===== config.mk =====
export PLATFORM = sky130hd
export DESIGN_NAME = utf8_cjk_bigram_tokenizer
export DESIGN_NICKNAME = d
export VERILOG_FILES = /design/src/hdl/ucbt_pkg.sv /design/src/hdl/utf8_cjk_bigram_tokenizer.sv /design/src/hdl/ucbt_decode.sv /design/src/hdl/ucbt_queue.sv /design/src/hdl/ucbt_emit.sv
export SDC_FILE = /design/constraint.sdc
export NUM_CORES = 1
export LEC_CHECK = 0
export BUFFER_PORTS_ARGS = -buffer_cell sky130_fd_sc_hd__buf_4
export CORE_MARGIN = 8
export CORE_UTILIZATION = 44
export CTS_BUF_LIST = sky130_fd_sc_hd__clkbuf_8
export CTS_CLUSTER_DIAMETER = 100
export DETAILED_ROUTE_END_ITERATION = 6
export PLACE_DENSITY = 0.56
export SKIP_LAST_GASP = 1
export SYNTH_ARGS = -nofsm -noshare
export SYNTH_HDL_FRONTEND = slang
export SYNTH_SLANG_ARGS = --single-unit

===== constraint.sdc =====
create_clock -name clk -period 6.4 [get_ports clk]
set_input_delay 1.28 -clock clk [delete_from_list [all_inputs] [get_ports clk]]
set_output_delay 1.28 -clock clk [all_outputs]
set_load 0.005 [all_outputs]

===== src/hdl/ucbt_pkg.sv =====
// ============================================================================
// ucbt_pkg: shared types, constants and functions of the CJK bigram tokenizer
// Payload structs for both channels, the queue entry that passes from the
// decode front to the token back, and the UTF-8 and character class helpers.
// ============================================================================
`default_nettype none

package ucbt_pkg;

	// Code point width after a four-byte sequence
	localparam int CP_W = 21;
	// Code points carried by one queue entry (a cut sequence at text end)
	localparam int QPTS = 3;
	// Held bytes of a pending sequence
	localparam int PEND_DEPTH = 3;
	// Default depth of the queue between front and back
	localparam int QUEUE_DEPTH = 4;

	// Result kinds
	localparam logic [2:0] KIND_WORD_CHAR = 3'd0;
	localparam logic [2:0] KIND_WORD_END  = 3'd1;
	localparam logic [2:0] KIND_UNIGRAM   = 3'd2;
	localparam logic [2:0] KIND_BIGRAM    = 3'd3;
	localparam logic [2:0] KIND_TEXT_END  = 3'd4;

	// Lead byte patterns
	localparam logic [7:0] LEAD2_MASK = 8'he0;
	localparam logic [7:0] LEAD2_CODE = 8'hc0;
	localparam logic [7:0] LEAD3_MASK = 8'hf0;
	localparam logic [7:0] LEAD3_CODE = 8'he0;
	localparam logic [7:0] LEAD4_MASK = 8'hf8;
	localparam logic [7:0] LEAD4_CODE = 8'hf0;

	// CJK ranges: kana, ext A, unified, compatibility, hangul
	localparam logic [CP_W-1:0] KANA_LO   = 21'h3040;
	localparam logic [CP_W-1:0] KANA_HI   = 21'h30ff;
	localparam logic [CP_W-1:0] EXTA_LO   = 21'h3400;
	localparam logic [CP_W-1:0] EXTA_HI   = 21'h4dbf;
	localparam logic [CP_W-1:0] UNIF_LO   = 21'h4e00;
	localparam logic [CP_W-1:0] UNIF_HI   = 21'h9fff;
	localparam logic [CP_W-1:0] COMPAT_LO = 21'hf900;
	localparam logic [CP_W-1:0] COMPAT_HI = 21'hfaff;
	localparam logic [CP_W-1:0] HANGUL_LO = 21'hac00;
	localparam logic [CP_W-1:0] HANGUL_HI = 21'hd7af;

	// ASCII word characters
	localparam logic [CP_W-1:0] ASC_LOW_A = 21'h61;
	localparam logic [CP_W-1:0] ASC_LOW_Z = 21'h7a;
	localparam logic [CP_W-1:0] ASC_UP_A  = 21'h41;
	localparam logic [CP_W-1:0] ASC_UP_Z  = 21'h5a;
	localparam logic [CP_W-1:0] ASC_ZERO  = 21'h30;
	localparam logic [CP_W-1:0] ASC_NINE  = 21'h39;
	localparam logic [CP_W-1:0] ASC_UNDER = 21'h5f;
	localparam logic [CP_W-1:0] ASC_MINUS = 21'h2d;
	localparam logic [CP_W-1:0] ASC_PLUS  = 21'h2b;
	localparam logic [15:0]     CASE_STEP = 16'd32;

	typedef struct packed {
		logic [7:0] text_byte;
		logic       end_of_text;
	} in_item_t;

	typedef struct packed {
		logic [2:0]  event_kind;
		logic [15:0] symbol;
		logic [15:0] bigram_first;
		logic        final_result;
	} out_item_t;

	typedef enum logic [1:0] {
		PCLS_OTHER,
		PCLS_WORD,
		PCLS_CJK
	} pcls_t;

	// One classified code point; sym is lowercased for word characters
	typedef struct packed {
		pcls_t       cls;
		logic [15:0] sym;
	} point_t;

	typedef struct packed {
		point_t [QPTS-1:0] pts;
		logic [1:0]        npts;
		logic              eot;
	} entry_t;

	// Continuation bytes that a lead byte calls for
	function automatic logic [1:0] follow_count(input logic [7:0] b);
		priority if ((b & LEAD2_MASK) == LEAD2_CODE) return 2'd1;
		else if ((b & LEAD3_MASK) == LEAD3_CODE) return 2'd2;
		else if ((b & LEAD4_MASK) == LEAD4_CODE) return 2'd3;
		else return 2'd0;
	endfunction

	// Join a lead byte and k continuation bytes
	function automatic logic [CP_W-1:0] assemble(input logic [7:0] s0, input logic [7:0] s1,
			input logic [7:0] s2, input logic [7:0] s3, input logic [1:0] k);
		unique case (k)
			2'd1: return {10'd0, s0[4:0], s1[5:0]};
			2'd2: return {5'd0, s0[3:0], s1[5:0], s2[5:0]};
			default: return {s0[2:0], s1[5:0], s2[5:0], s3[5:0]};
		endcase
	endfunction

	// Sort a code point into word, CJK or other
	function automatic point_t classify(input logic [CP_W-1:0] cp);
		point_t p;
		p.sym = cp[15:0];
		p.cls = PCLS_OTHER;
		if ((cp >= ASC_LOW_A && cp <= ASC_LOW_Z) || (cp >= ASC_ZERO && cp <= ASC_NINE) ||
				cp == ASC_UNDER || cp == ASC_MINUS || cp == ASC_PLUS) begin
			p.cls = PCLS_WORD;
		end else if (cp >= ASC_UP_A && cp <= ASC_UP_Z) begin
			p.cls = PCLS_WORD;
			p.sym = cp[15:0] + CASE_STEP;
		end else if ((cp >= KANA_LO && cp <= KANA_HI) || (cp >= EXTA_LO && cp <= EXTA_HI) ||
				(cp >= UNIF_LO && cp <= UNIF_HI) || (cp >= COMPAT_LO && cp <= COMPAT_HI) ||
				(cp >= HANGUL_LO && cp <= HANGUL_HI)) begin
			p.cls = PCLS_CJK;
		end
		return p;
	endfunction

endpackage

`default_nettype wire


===== src/hdl/utf8_cjk_bigram_tokenizer.sv =====
// ============================================================================
// utf8_cjk_bigram_tokenizer: UTF-8 decode with word and CJK bigram tokens
// Decodes a byte stream leniently, emits lowercased word characters, word
// ends, CJK unigrams and bigrams, and a text end beat per text.
// ============================================================================
//
// Channel  Handshake                 Payload      Beat
// -------  ------------------------  -----------  ---------------------------
// byte     byte_valid / byte_ready   byte_item    one text byte, end flag
// token    token_valid / token_ready token_item   one result, final flag
//
// A byte is taken every cycle while the entry queue (QueueDepth deep) has room.
// The back end gives one result beat per cycle while the token channel does not
// stall: a CJK point after a CJK point gives a bigram and then its unigram, one
// after a word a word end and then its unigram; a text end closes an open word.
// A taken byte's first result passes through the queue slot and then the output
// register; a point that gives no result still takes a step of the back end.
// Reset clears the sequence, word and CJK state and empties the queue.
// A stalled token beat holds the output register; the queue keeps filling.
// ============================================================================
`default_nettype none

module utf8_cjk_bigram_tokenizer #(
	parameter int QueueDepth = ucbt_pkg::QUEUE_DEPTH
) (
	input  logic                clk,
	input  logic                arst_n,
	input  logic                byte_valid,
	output logic                byte_ready,
	input  ucbt_pkg::in_item_t  byte_item,
	output logic                token_valid,
	input  logic                token_ready,
	output ucbt_pkg::out_item_t token_item
);
	import ucbt_pkg::*;

	logic   take;
	logic   q_push;
	logic   q_full;
	logic   q_pop;
	logic   q_head_valid;
	entry_t q_wr_entry;
	entry_t q_head;

	assign byte_ready = !q_full;
	assign take       = byte_valid && byte_ready;

	ucbt_decode u_decode (
		.clk    (clk),
		.arst_n (arst_n),
		.take   (take),
		.item   (byte_item),
		.push   (q_push),
		.entry  (q_wr_entry)
	);

	ucbt_queue #(
		.Depth (QueueDepth)
	) u_queue (
		.clk        (clk),
		.arst_n     (arst_n),
		.push       (q_push),
		.wr_entry   (q_wr_entry),
		.full       (q_full),
		.pop        (q_pop),
		.head_valid (q_head_valid),
		.head       (q_head)
	);

	ucbt_emit u_emit (
		.clk         (clk),
		.arst_n      (arst_n),
		.head_valid  (q_head_valid),
		.head        (q_head),
		.pop         (q_pop),
		.token_valid (token_valid),
		.token_ready (token_ready),
		.token_item  (token_item)
	);

`ifndef ASSERT_OFF
	// A taken bigram is followed at once by the unigram of its second point
	a_bigram_then_unigram: assert property (@(posedge clk) disable iff (!arst_n)
		token_valid && token_ready && token_item.event_kind == KIND_BIGRAM
		|=> token_valid && token_item.event_kind == KIND_UNIGRAM &&
			token_item.symbol == $past(token_item.symbol))
		else $error("bigram beat not followed by its unigram");

	// Text end closes the results of its byte and carries no symbols
	a_text_end_final: assert property (@(posedge clk) disable iff (!arst_n)
		token_valid && token_item.event_kind == KIND_TEXT_END
		|-> token_item.final_result && token_item.symbol == '0 &&
			token_item.bigram_first == '0)
		else $error("text end beat malformed");

	// The front never writes into a full queue
	a_no_overflow: assert property (@(posedge clk) disable iff (!arst_n)
		q_push |-> !q_full)
		else $error("entry pushed into full queue");
`endif

endmodule

`default_nettype wire


===== src/hdl/ucbt_decode.sv =====
// ============================================================================
// ucbt_decode: UTF-8 decode front
// Gathers lead and continuation bytes, decodes finished sequences, flushes a
// cut sequence at text end and classifies up to three code points per beat.
// ============================================================================
`default_nettype none

module ucbt_decode (
	input  logic               clk,
	input  logic               arst_n,
	input  logic               take,
	input  ucbt_pkg::in_item_t item,
	output logic               push,
	output ucbt_pkg::entry_t   entry
);
	import ucbt_pkg::*;

	logic [PEND_DEPTH-1:0][7:0] pend_q;
	logic [PEND_DEPTH-1:0][7:0] pend_n;
	logic [1:0]                 cnt_q;
	logic [1:0]                 cnt_n;
	logic [1:0]                 need_q;
	logic [1:0]                 need_n;
	logic [7:0]                 in_byte;
	logic [1:0]                 k_in;
	logic                       main_hit;
	logic [CP_W-1:0]            main_cp;
	logic [CP_W-1:0]            cp0;
	logic [CP_W-1:0]            cp1;
	logic [CP_W-1:0]            cp2;
	logic [1:0]                 npts;

	assign in_byte = item.text_byte;
	assign k_in    = follow_count(in_byte);

	// Hold a lead byte, gather continuation bytes, or decode one code point
	always_comb begin
		pend_n   = pend_q;
		cnt_n    = cnt_q;
		need_n   = need_q;
		main_hit = 1'b0;
		main_cp  = '0;
		if (cnt_q == 2'd0) begin
			if (k_in == 2'd0) begin
				main_hit = 1'b1;
				main_cp  = {13'd0, in_byte};
			end else begin
				pend_n[0] = in_byte;
				cnt_n     = 2'd1;
				need_n    = k_in;
			end
		end else if (cnt_q >= need_q || cnt_q > 2'd2) begin
			main_hit = 1'b1;
			main_cp  = assemble(pend_q[0], (need_q == 2'd1) ? in_byte : pend_q[1],
				(need_q == 2'd2) ? in_byte : pend_q[2], in_byte, need_q);
			cnt_n    = 2'd0;
			need_n   = 2'd0;
		end else begin
			pend_n[cnt_q] = in_byte;
			cnt_n         = cnt_q + 2'd1;
		end
	end

	// At text end, decode the held bytes again with only the room left
	always_comb begin
		cp0  = main_cp;
		cp1  = '0;
		cp2  = '0;
		npts = {1'b0, main_hit};
		if (item.end_of_text && cnt_n != 2'd0) begin
			cp0  = {13'd0, pend_n[0]};
			cp1  = {13'd0, pend_n[1]};
			cp2  = {13'd0, pend_n[2]};
			npts = cnt_n;
			if (cnt_n == 2'd3 && follow_count(pend_n[1]) == 2'd1) begin
				cp1  = assemble(pend_n[1], pend_n[2], 8'd0, 8'd0, 2'd1);
				npts = 2'd2;
			end
		end
	end

	// Classify and pack the queue entry
	always_comb begin
		entry.pts[0] = classify(cp0);
		entry.pts[1] = classify(cp1);
		entry.pts[2] = classify(cp2);
		entry.npts   = npts;
		entry.eot    = item.end_of_text;
	end

	// Drop beats that only park a byte
	assign push = take && (npts != 2'd0 || item.end_of_text);

	// Sequence progress; clear it at text end
	always_ff @(posedge clk or negedge arst_n) begin
		if (!arst_n) begin
			cnt_q  <= 2'd0;
			need_q <= 2'd0;
		end else if (take) begin
			cnt_q  <= item.end_of_text ? 2'd0 : cnt_n;
			need_q <= item.end_of_text ? 2'd0 : need_n;
		end
	end

	// Held bytes
	always_ff @(posedge clk) begin
		if (take) begin
			pend_q <= pend_n;
		end
	end

endmodule

`default_nettype wire


===== src/hdl/ucbt_queue.sv =====
// ============================================================================
// ucbt_queue: entry queue between decode front and token back
// Small register FIFO; lets the front keep taking bytes while the back
// works through a burst of results.
// ============================================================================
`default_nettype none

module ucbt_queue #(
	parameter int Depth = ucbt_pkg::QUEUE_DEPTH
) (
	input  logic             clk,
	input  logic             arst_n,
	input  logic             push,
	input  ucbt_pkg::entry_t wr_entry,
	output logic             full,
	input  logic             pop,
	output logic             head_valid,
	output ucbt_pkg::entry_t head
);
	import ucbt_pkg::*;

	localparam int PtrW = (Depth > 1) ? $clog2(Depth) : 1;
	localparam int CntW = $clog2(Depth + 1);

	entry_t          slot_q [Depth];
	logic [PtrW-1:0] wr_ptr_q;
	logic [PtrW-1:0] rd_ptr_q;
	logic [CntW-1:0] count_q;

	assign full       = (count_q == CntW'(Depth));
	assign head_valid = (count_q != '0);
	assign head       = slot_q[rd_ptr_q];

	// Write the slot at the tail
	always_ff @(posedge clk) begin
		if (push) begin
			slot_q[wr_ptr_q] <= wr_entry;
		end
	end

	// Advance pointers and fill level
	always_ff @(posedge clk or negedge arst_n) begin
		if (!arst_n) begin
			wr_ptr_q <= '0;
			rd_ptr_q <= '0;
			count_q  <= '0;
		end else begin
			if (push) begin
				wr_ptr_q <= (wr_ptr_q == PtrW'(Depth - 1)) ? '0 : wr_ptr_q + 1'b1;
			end
			if (pop) begin
				rd_ptr_q <= (rd_ptr_q == PtrW'(Depth - 1)) ? '0 : rd_ptr_q + 1'b1;
			end
			if (push && !pop) begin
				count_q <= count_q + 1'b1;
			end else if (pop && !push) begin
				count_q <= count_q - 1'b1;
			end
		end
	end

endmodule

`default_nettype wire


===== src/hdl/ucbt_emit.sv =====
// ============================================================================
// ucbt_emit: token back end
// Walks the head entry's code points, one result beat per cycle unless stalled,
// tracks the open word and prior CJK point, and drives the output register.
// ============================================================================
`default_nettype none

module ucbt_emit (
	input  logic                clk,
	input  logic                arst_n,
	input  logic                head_valid,
	input  ucbt_pkg::entry_t    head,
	output logic                pop,
	output logic                token_valid,
	input  logic                token_ready,
	output ucbt_pkg::out_item_t token_item
);
	import ucbt_pkg::*;

	logic [1:0]  pidx_q;
	logic [1:0]  pidx_inc;
	logic        word_open_q;
	logic        prior_cjk_q;
	logic [15:0] prior_pt_q;
	logic        tok_valid_q;
	out_item_t   tok_item_q;

	point_t      cur;
	logic        at_end;
	logic        rem_live;
	logic        rem_any;
	logic        last_pt;
	logic        slot_free;
	logic        fire;
	logic        emit;
	logic        adv;
	logic        wo_n;
	logic        pc_n;
	logic [15:0] pp_n;
	out_item_t   res;

	assign pidx_inc  = pidx_q + 2'd1;
	assign at_end    = (pidx_q == head.npts);
	assign last_pt   = ({1'b0, pidx_q} + 3'd1 == {1'b0, head.npts});
	assign rem_any   = ({1'b0, pidx_q} + 3'd1 < {1'b0, head.npts});
	assign slot_free = !tok_valid_q || token_ready;

	// Select the current code point
	always_comb begin
		unique case (pidx_q)
			2'd0: cur = head.pts[0];
			2'd1: cur = head.pts[1];
			default: cur = head.pts[2];
		endcase
	end

	// Look ahead: does a later point of this entry always give a result
	always_comb begin
		rem_live = 1'b0;
		for (int j = 0; j < QPTS; j++) begin
			if (2'(j) > pidx_q && 2'(j) < head.npts && head.pts[j].cls != PCLS_OTHER) begin
				rem_live = 1'b1;
			end
		end
	end

	// Pick this cycle's step and the state it leaves
	always_comb begin
		emit             = 1'b0;
		adv              = 1'b0;
		wo_n             = word_open_q;
		pc_n             = prior_cjk_q;
		pp_n             = prior_pt_q;
		res.event_kind   = KIND_WORD_END;
		res.symbol       = '0;
		res.bigram_first = '0;
		res.final_result = 1'b0;
		if (!at_end) begin
			unique case (cur.cls)
				PCLS_WORD: begin
					emit           = 1'b1;
					res.event_kind = KIND_WORD_CHAR;
					res.symbol     = cur.sym;
					wo_n           = 1'b1;
					pc_n           = 1'b0;
					adv            = 1'b1;
				end
				PCLS_CJK: begin
					emit = 1'b1;
					if (word_open_q) begin
						res.event_kind = KIND_WORD_END;
						wo_n           = 1'b0;
					end else if (prior_cjk_q) begin
						res.event_kind   = KIND_BIGRAM;
						res.symbol       = cur.sym;
						res.bigram_first = prior_pt_q;
						pc_n             = 1'b0;
					end else begin
						res.event_kind = KIND_UNIGRAM;
						res.symbol     = cur.sym;
						pc_n           = 1'b1;
						pp_n           = cur.sym;
						adv            = 1'b1;
					end
				end
				default: begin
					emit = word_open_q;
					wo_n = 1'b0;
					pc_n = 1'b0;
					adv  = 1'b1;
				end
			endcase
			res.final_result = adv && !head.eot && !rem_live &&
				!(cur.cls == PCLS_WORD && rem_any);
		end else begin
			emit = 1'b1;
			if (word_open_q) begin
				res.event_kind = KIND_WORD_END;
				wo_n           = 1'b0;
			end else begin
				res.event_kind   = KIND_TEXT_END;
				res.final_result = 1'b1;
				pc_n             = 1'b0;
				pp_n             = '0;
			end
		end
	end

	// Take the step when the entry is there and the result, if any, has room
	assign fire = head_valid && (!emit || slot_free);
	assign pop  = fire && ((adv && last_pt && !head.eot) ||
		(at_end && !word_open_q));

	// Advance the point cursor and the word and CJK state
	always_ff @(posedge clk or negedge arst_n) begin
		if (!arst_n) begin
			pidx_q      <= 2'd0;
			word_open_q <= 1'b0;
			prior_cjk_q <= 1'b0;
			prior_pt_q  <= '0;
		end else if (fire) begin
			word_open_q <= wo_n;
			prior_cjk_q <= pc_n;
			prior_pt_q  <= pp_n;
			if (pop) begin
				pidx_q <= 2'd0;
			end else if (adv) begin
				pidx_q <= pidx_inc;
			end
		end
	end

	// Output register valid
	always_ff @(posedge clk or negedge arst_n) begin
		if (!arst_n) begin
			tok_valid_q <= 1'b0;
		end else if (fire && emit) begin
			tok_valid_q <= 1'b1;
		end else if (token_ready) begin
			tok_valid_q <= 1'b0;
		end
	end

	// Output register payload
	always_ff @(posedge clk) begin
		if (fire && emit) begin
			tok_item_q <= res;
		end
	end

	assign token_valid = tok_valid_q;
	assign token_item  = tok_item_q;

endmodule

`default_nettype wire

== After elaboration in Yosys (flattened, before gate mapping) ==
Memory sizes are Yosys's and may differ from the RTL's.
Index checks and enable logic that the tools add are counted.

* Reductions and logical operators: 105
* Bitwise gates (word level): 3
* Muxes and demuxes: 93
* $lt $le $gt $ge: 59
* Equal/unequal tests: 31
* Add/subtract/negate cells: 10

{| class="wikitable"
|+ Operators by type and width
! kind !! number
|-
| 2-to-1 mux 16 bit || 13
|-
| less-or-equal comparator 21 x 16 -> 1 bit, second input constant || 6
|-
| == test 21 x 6 -> 1 bit, second input constant || 4
|-
| >= comparator 21 x 14 -> 1 bit, second input constant || 4
|-
| >= comparator 21 x 16 -> 1 bit, second input constant || 4
|-
| >= comparator 21 x 7 -> 1 bit, second input constant || 4
|-
| less-or-equal comparator 21 x 7 -> 1 bit, second input constant || 4
|-
| 2-to-1 mux 21 bit || 4
|-
| 2-to-1 mux 2 bit || 30
|-
| less-or-equal comparator 8 x 16 -> 1 bit, second input constant || 3
|-
| logical AND 1 bit || 47
|-
| == test 21 x 7 -> 1 bit, second input constant || 2
|-
| >= comparator 21 x 15 -> 1 bit, second input constant || 2
|-
| >= comparator 21 x 6 -> 1 bit, second input constant || 2
|-
| less-or-equal comparator 21 x 14 -> 1 bit, second input constant || 2
|-
| less-or-equal comparator 21 x 15 -> 1 bit, second input constant || 2
|-
| less-or-equal comparator 21 x 6 -> 1 bit, second input constant || 2
|-
| one-hot mux 21 bit (2 select lines) || 1
|-
| 2-to-1 mux 8 bit || 5
|-
| one-hot mux 19 bit (2 select lines) || 1
|-
| one-hot mux 18 bit (2 select lines) || 1
|-
| adder 16 x 6 -> 16 bit, second input constant || 2
|-
| >= comparator 8 x 16 -> 1 bit, second input constant || 2
|-
| 2-to-1 mux 32 bit || 1
|-
| 52 further kinds || 153
|}

* Bits in registers: 92
* Bits of input ports: 13
* RAM bits: 228
* Memories kept: 1
* Output and inout bits: 38
* Logic and storage cells: 319

{| class="wikitable"
|+ Memories
! memory !! words !! width !! rd ports !! clocked after memory_dff !! wr ports !! line !! text
|-
| u_queue.slot_q || 4 || 57 || 1 || 0 || 1 || ucbt_queue.sv:25 || <nowiki>entry_t slot_q [Depth];</nowiki>
|}

== Longest topological paths before layout ==
* Depth after elaboration: 25
* Depth in mapped cells: 18

== By module ==
A second synthesis with hierarchy kept.

* Cell total of the unflattened synthesis: 1132
* Area total of the unflattened synthesis: 15897.7 µm²

{| class="wikitable"
|+ By module, submodules not included
! module !! instances !! area an instance (µm²) !! cells each !! seq. area each (µm²)
|-
| ucbt_queue || 1 || 8652.0 || 335 || 7021.7
|-
| ucbt_decode || 1 || 4496.8 || 573 || 820.8
|-
| ucbt_emit || 1 || 2738.9 || 222 || 1606.5
|-
| utf8_cjk_bigram_tokenizer || 1 || 10.0 || 2 || 0.0
|}

== Worst setup path after synthesis ==
No wires, ideal clock.

* Kind: input-to-reg
* Start: in byte_item[7] in the netlist's numbering
* End: mem u_queue.slot_q[0][9] in the netlist's numbering, data pin
* Library setup time: 0.266 ns
* Stages: 14
* Arrival: 4.675 ns
* Path slack: 1.458 ns
* Cell sequence: clkbuf_1 -> nand2_1 -> o32ai_1 -> a22o_2 -> buf_2 -> clkbuf_1 -> a21boi_0 -> inv_1 -> ha_1 -> a21boi_0 -> mux2_2 -> a211o_1 -> or2_1 -> mux2_2

{| class="wikitable"
|+ RTL lines
! what !! line !! text
|-
| start: declaration || utf8_cjk_bigram_tokenizer.sv:30 || <nowiki>input ucbt_pkg::in_item_t byte_item,</nowiki>
|-
| end: declaration || ucbt_queue.sv:25 ||
|}

==> reports/results.ini <==
[run_status]
status=finished clean

[place]
portBuffers=50
place_hpwl_mm=26.2
placement.setup.worst_slack_ps=1220
gp_congestion=0.926

[clock_network]
post_cts_resized=0
clock_sinks=268
h-tree-depth=2
cts_buffers=44
post_cts_buffers=0
clockRootBuffer=clkbuf_8
path_clk_slew_ps=60
worstSkewPairLatency_ps=560
cts-hold-fix-buffers=0
cts_tree=yes
clock_path_buffers=3

[die]
die_w_um=195
core-area_um2=31600
ios=51
dieHeight_um=195
start_util=0.447
die_area_um2=38100
placementRows=65

[sta]
fin_skew_ps=16.0
worst_slack_ps=1400
post-route-min-period_ps=5000
whs_ps=466
setup_viol=0
fin_setup_tns_ps=0
hold_viol=0
max_slew_margin=0.215
worst_slew_pin_slew_ps=1170
slew_viol_final=0
max_freq_mhz=200
rsz0062_at_grt=no
min_period_over_period=0.781

[route]
vias=9774
firstDrtPassIters=5
viasPerCell=6.01
drtIter0Drc=913
post-route-drc-count=0
wl_per_cell_um=23.2
drt-total-wl_mm=37.7
final_antenna_net_count=0

[synthesis]
syn-instance-count=1133
syn_area_per_cell_um2=12.5
synth_cell_type_count=94
syn_area_um2=14100
synth_top_flop_cell=edfxtp_1
synth-async-reset-ratio=0.119
synth_seq_cells=268
yosys_warnings=0
synth_edf_count=236
ys_seq_area_frac=0.559

[cells_and_area]
fillers=2825
diodes=0
nets=1233
final_common_cell=edfxtp_1
drive_gt1_frac=0.193
syn_to_final_growth_pct=11.3
final_cell_mix=236 x edfxtp_1, 102 x nand2_1, 78 x buf_4

[global_routing]
met2_usage=0.304
grt_pass1_vias=9573
grt_start_max_net_pins=37
grt_busiest_layer=met2
grt_use_total=0.193
gr-usage-met1=0.264
grt_pass1_wl_mm=57.5
grt_use_met3=0.0335
gr-total-overflow=0
grt_antenna_before_repair=0

[setup_path]
critPathLaunchType=flop
path_max_fanout=21
end_kind=flop
critPathKind=reg -> reg
crit_arrival_ps=5290
worstPathRequired_ps=6690

[min_path]
worstHoldPathType=reg -> reg

[run]
max-cap-violations=0

[power]
powerDensity_nw_per_um2=490
power_mw=7.70
p_leak_nw=5.75
peakVddDrop_mv=0.309

[worst max-delay path, stage by stage (launching register included)]
cell	delay [ps]
dfrtp_1	490
inv_1	210
ha_1	310
buf_4	270
nand3_1	260
o21ai_0	440
a22o_2	480
a21boi_0	300
inv_1	200
ha_1	180
a21boi_0	310
mux2_2	380
a211o_1	320
or2_1	250
mux2_2	320
[power by group]
part | internal (mW) | leakage [nW] | switching (mW)
logic | 1.26 | 2.63 | 2.15
clock network | 0.691 | 0.476 | 0.682
registers | 2.66 | 2.64 | 0.259
[state kept, by name, indices dropped and copies added (netlist names)]
signal,cells
u_queue.count_q,3
u_emit.prior_pt_q,16
u_decode.pend_q,24
u_emit.token_item,36
u_decode.need_q,2
u_queue.wr_ptr_q,2
u_queue.slot_q,176
u_emit.word_open_q,1
u_queue.rd_ptr_q,2
u_emit.token_valid,1
u_emit.prior_cjk_q,1
u_emit.pidx_q,2
u_decode.cnt_q,2
[area by class of cell]
class | instances | area (um2) | share of cell area
Sequential cell | 268 | 7890 | 0.502
Multi-Input combinational cell | 746 | 5740 | 0.365
Clock buffer | 44 | 606 | 0.0385
Timing Repair Buffer | 78 | 586 | 0.0373
Tap cell | 402 | 503 | 0.0320
Clock inverter | 38 | 196 | 0.0125
Inverter | 50 | 188 | 0.0119
[cells by family after synthesis]
kind of cell               Yosys count  share of synthesized area
AOI/OAI and AO/OA                  240                      0.124
xor gates and xnor gates            11                    0.00683
adders and majority gates           32                     0.0294
buffers and inverters              126                     0.0379
DFF                                268                      0.559
muxes                               99                      0.111
other                                1                   0.000266
and+or+nand+nor                    356                      0.132
[metrics by stage]
stage | instance area (um2) | cells | utilization
6_report | 15700 | 1626 | 0.498
5_1_grt | 15700 | 1626 | 0.498
4_1_cts | 15700 | 1626 | 0.498
3_5_place_dp | 14900 | 1544 | 0.472
3_3_place_gp | 14900 | 1544 | 0.472
2_1_floorplan | 14100 | 1140 | -
[synth_stat cells (5+ instances only)]
| master | n | share of area |
|---|---|---|
| a221oi_1 | 5 | 0.0031 |
| o31ai_1 | 12 | 0.0064 |
| ha_1 | 30 | 0.027 |
| o32ai_1 | 6 | 0.0037 |
| nand3_1 | 26 | 0.0092 |
| o211ai_1 | 13 | 0.0069 |
| buf_6 | 5 | 0.0040 |
| a21o_1 | 5 | 0.0027 |
| nand2_1 | 102 | 0.027 |
| nor2b_1 | 18 | 0.0080 |
| nor2_1 | 65 | 0.017 |
| nor3b_1 | 5 | 0.0027 |
| o21ai_0 | 41 | 0.015 |
| mux4_2 | 43 | 0.069 |
| edfxtp_1 | 236 | 0.50 |
| xnor2_1 | 8 | 0.0050 |
| inv_1 | 49 | 0.013 |
| o2bb2ai_1 | 6 | 0.0037 |
| mux2i_1 | 32 | 0.023 |
| and3_1 | 24 | 0.011 |
| a31oi_1 | 10 | 0.0044 |
| clkbuf_1 | 53 | 0.014 |
| buf_1 | 10 | 0.0027 |
| nand3b_1 | 5 | 0.0027 |
| nor3_1 | 26 | 0.0092 |
| nand2b_1 | 9 | 0.0040 |
| o22ai_1 | 5 | 0.0022 |
| buf_2 | 5 | 0.0018 |
| mux2_2 | 22 | 0.018 |
| o41ai_1 | 6 | 0.0037 |
| a21oi_1 | 43 | 0.015 |
| and2_1 | 16 | 0.0071 |
| nand4_1 | 13 | 0.0058 |
| a22o_1 | 7 | 0.0043 |
| dfrtp_1 | 32 | 0.057 |
| a211oi_1 | 5 | 0.0027 |
| nor4_1 | 12 | 0.0053 |
| a22oi_1 | 18 | 0.0096 |
[worst paths after layout]
path                                       from                     to  slack [ps]  cells after the start
max                           u_decode.cnt_q[0]   u_queue.slot_q[3][9]        1400                     14
min                        u_emit.prior_pt_q[3]   u_emit.prior_pt_q[3]         470                      2
max reg2reg                   u_decode.cnt_q[0]   u_queue.slot_q[3][9]        1400                     14
min reg2reg                u_emit.prior_pt_q[3]   u_emit.prior_pt_q[3]         470                      2
max in group asynchronous                arst_n    u_queue.rd_ptr_q[1]        5290                      1
min in group asynchronous                arst_n  u_emit.prior_pt_q[13]         710                      1
[routing by layer]
layer / vias to the layer above / part of all wire
met1: 4875 / 0.45
met5: - / 0
met4: 0 / 0.030
met3: 70 / 0.053
li1: 4473 / -
met2: 356 / 0.46
No activity file was read; power rests on OpenSTA's default activity.
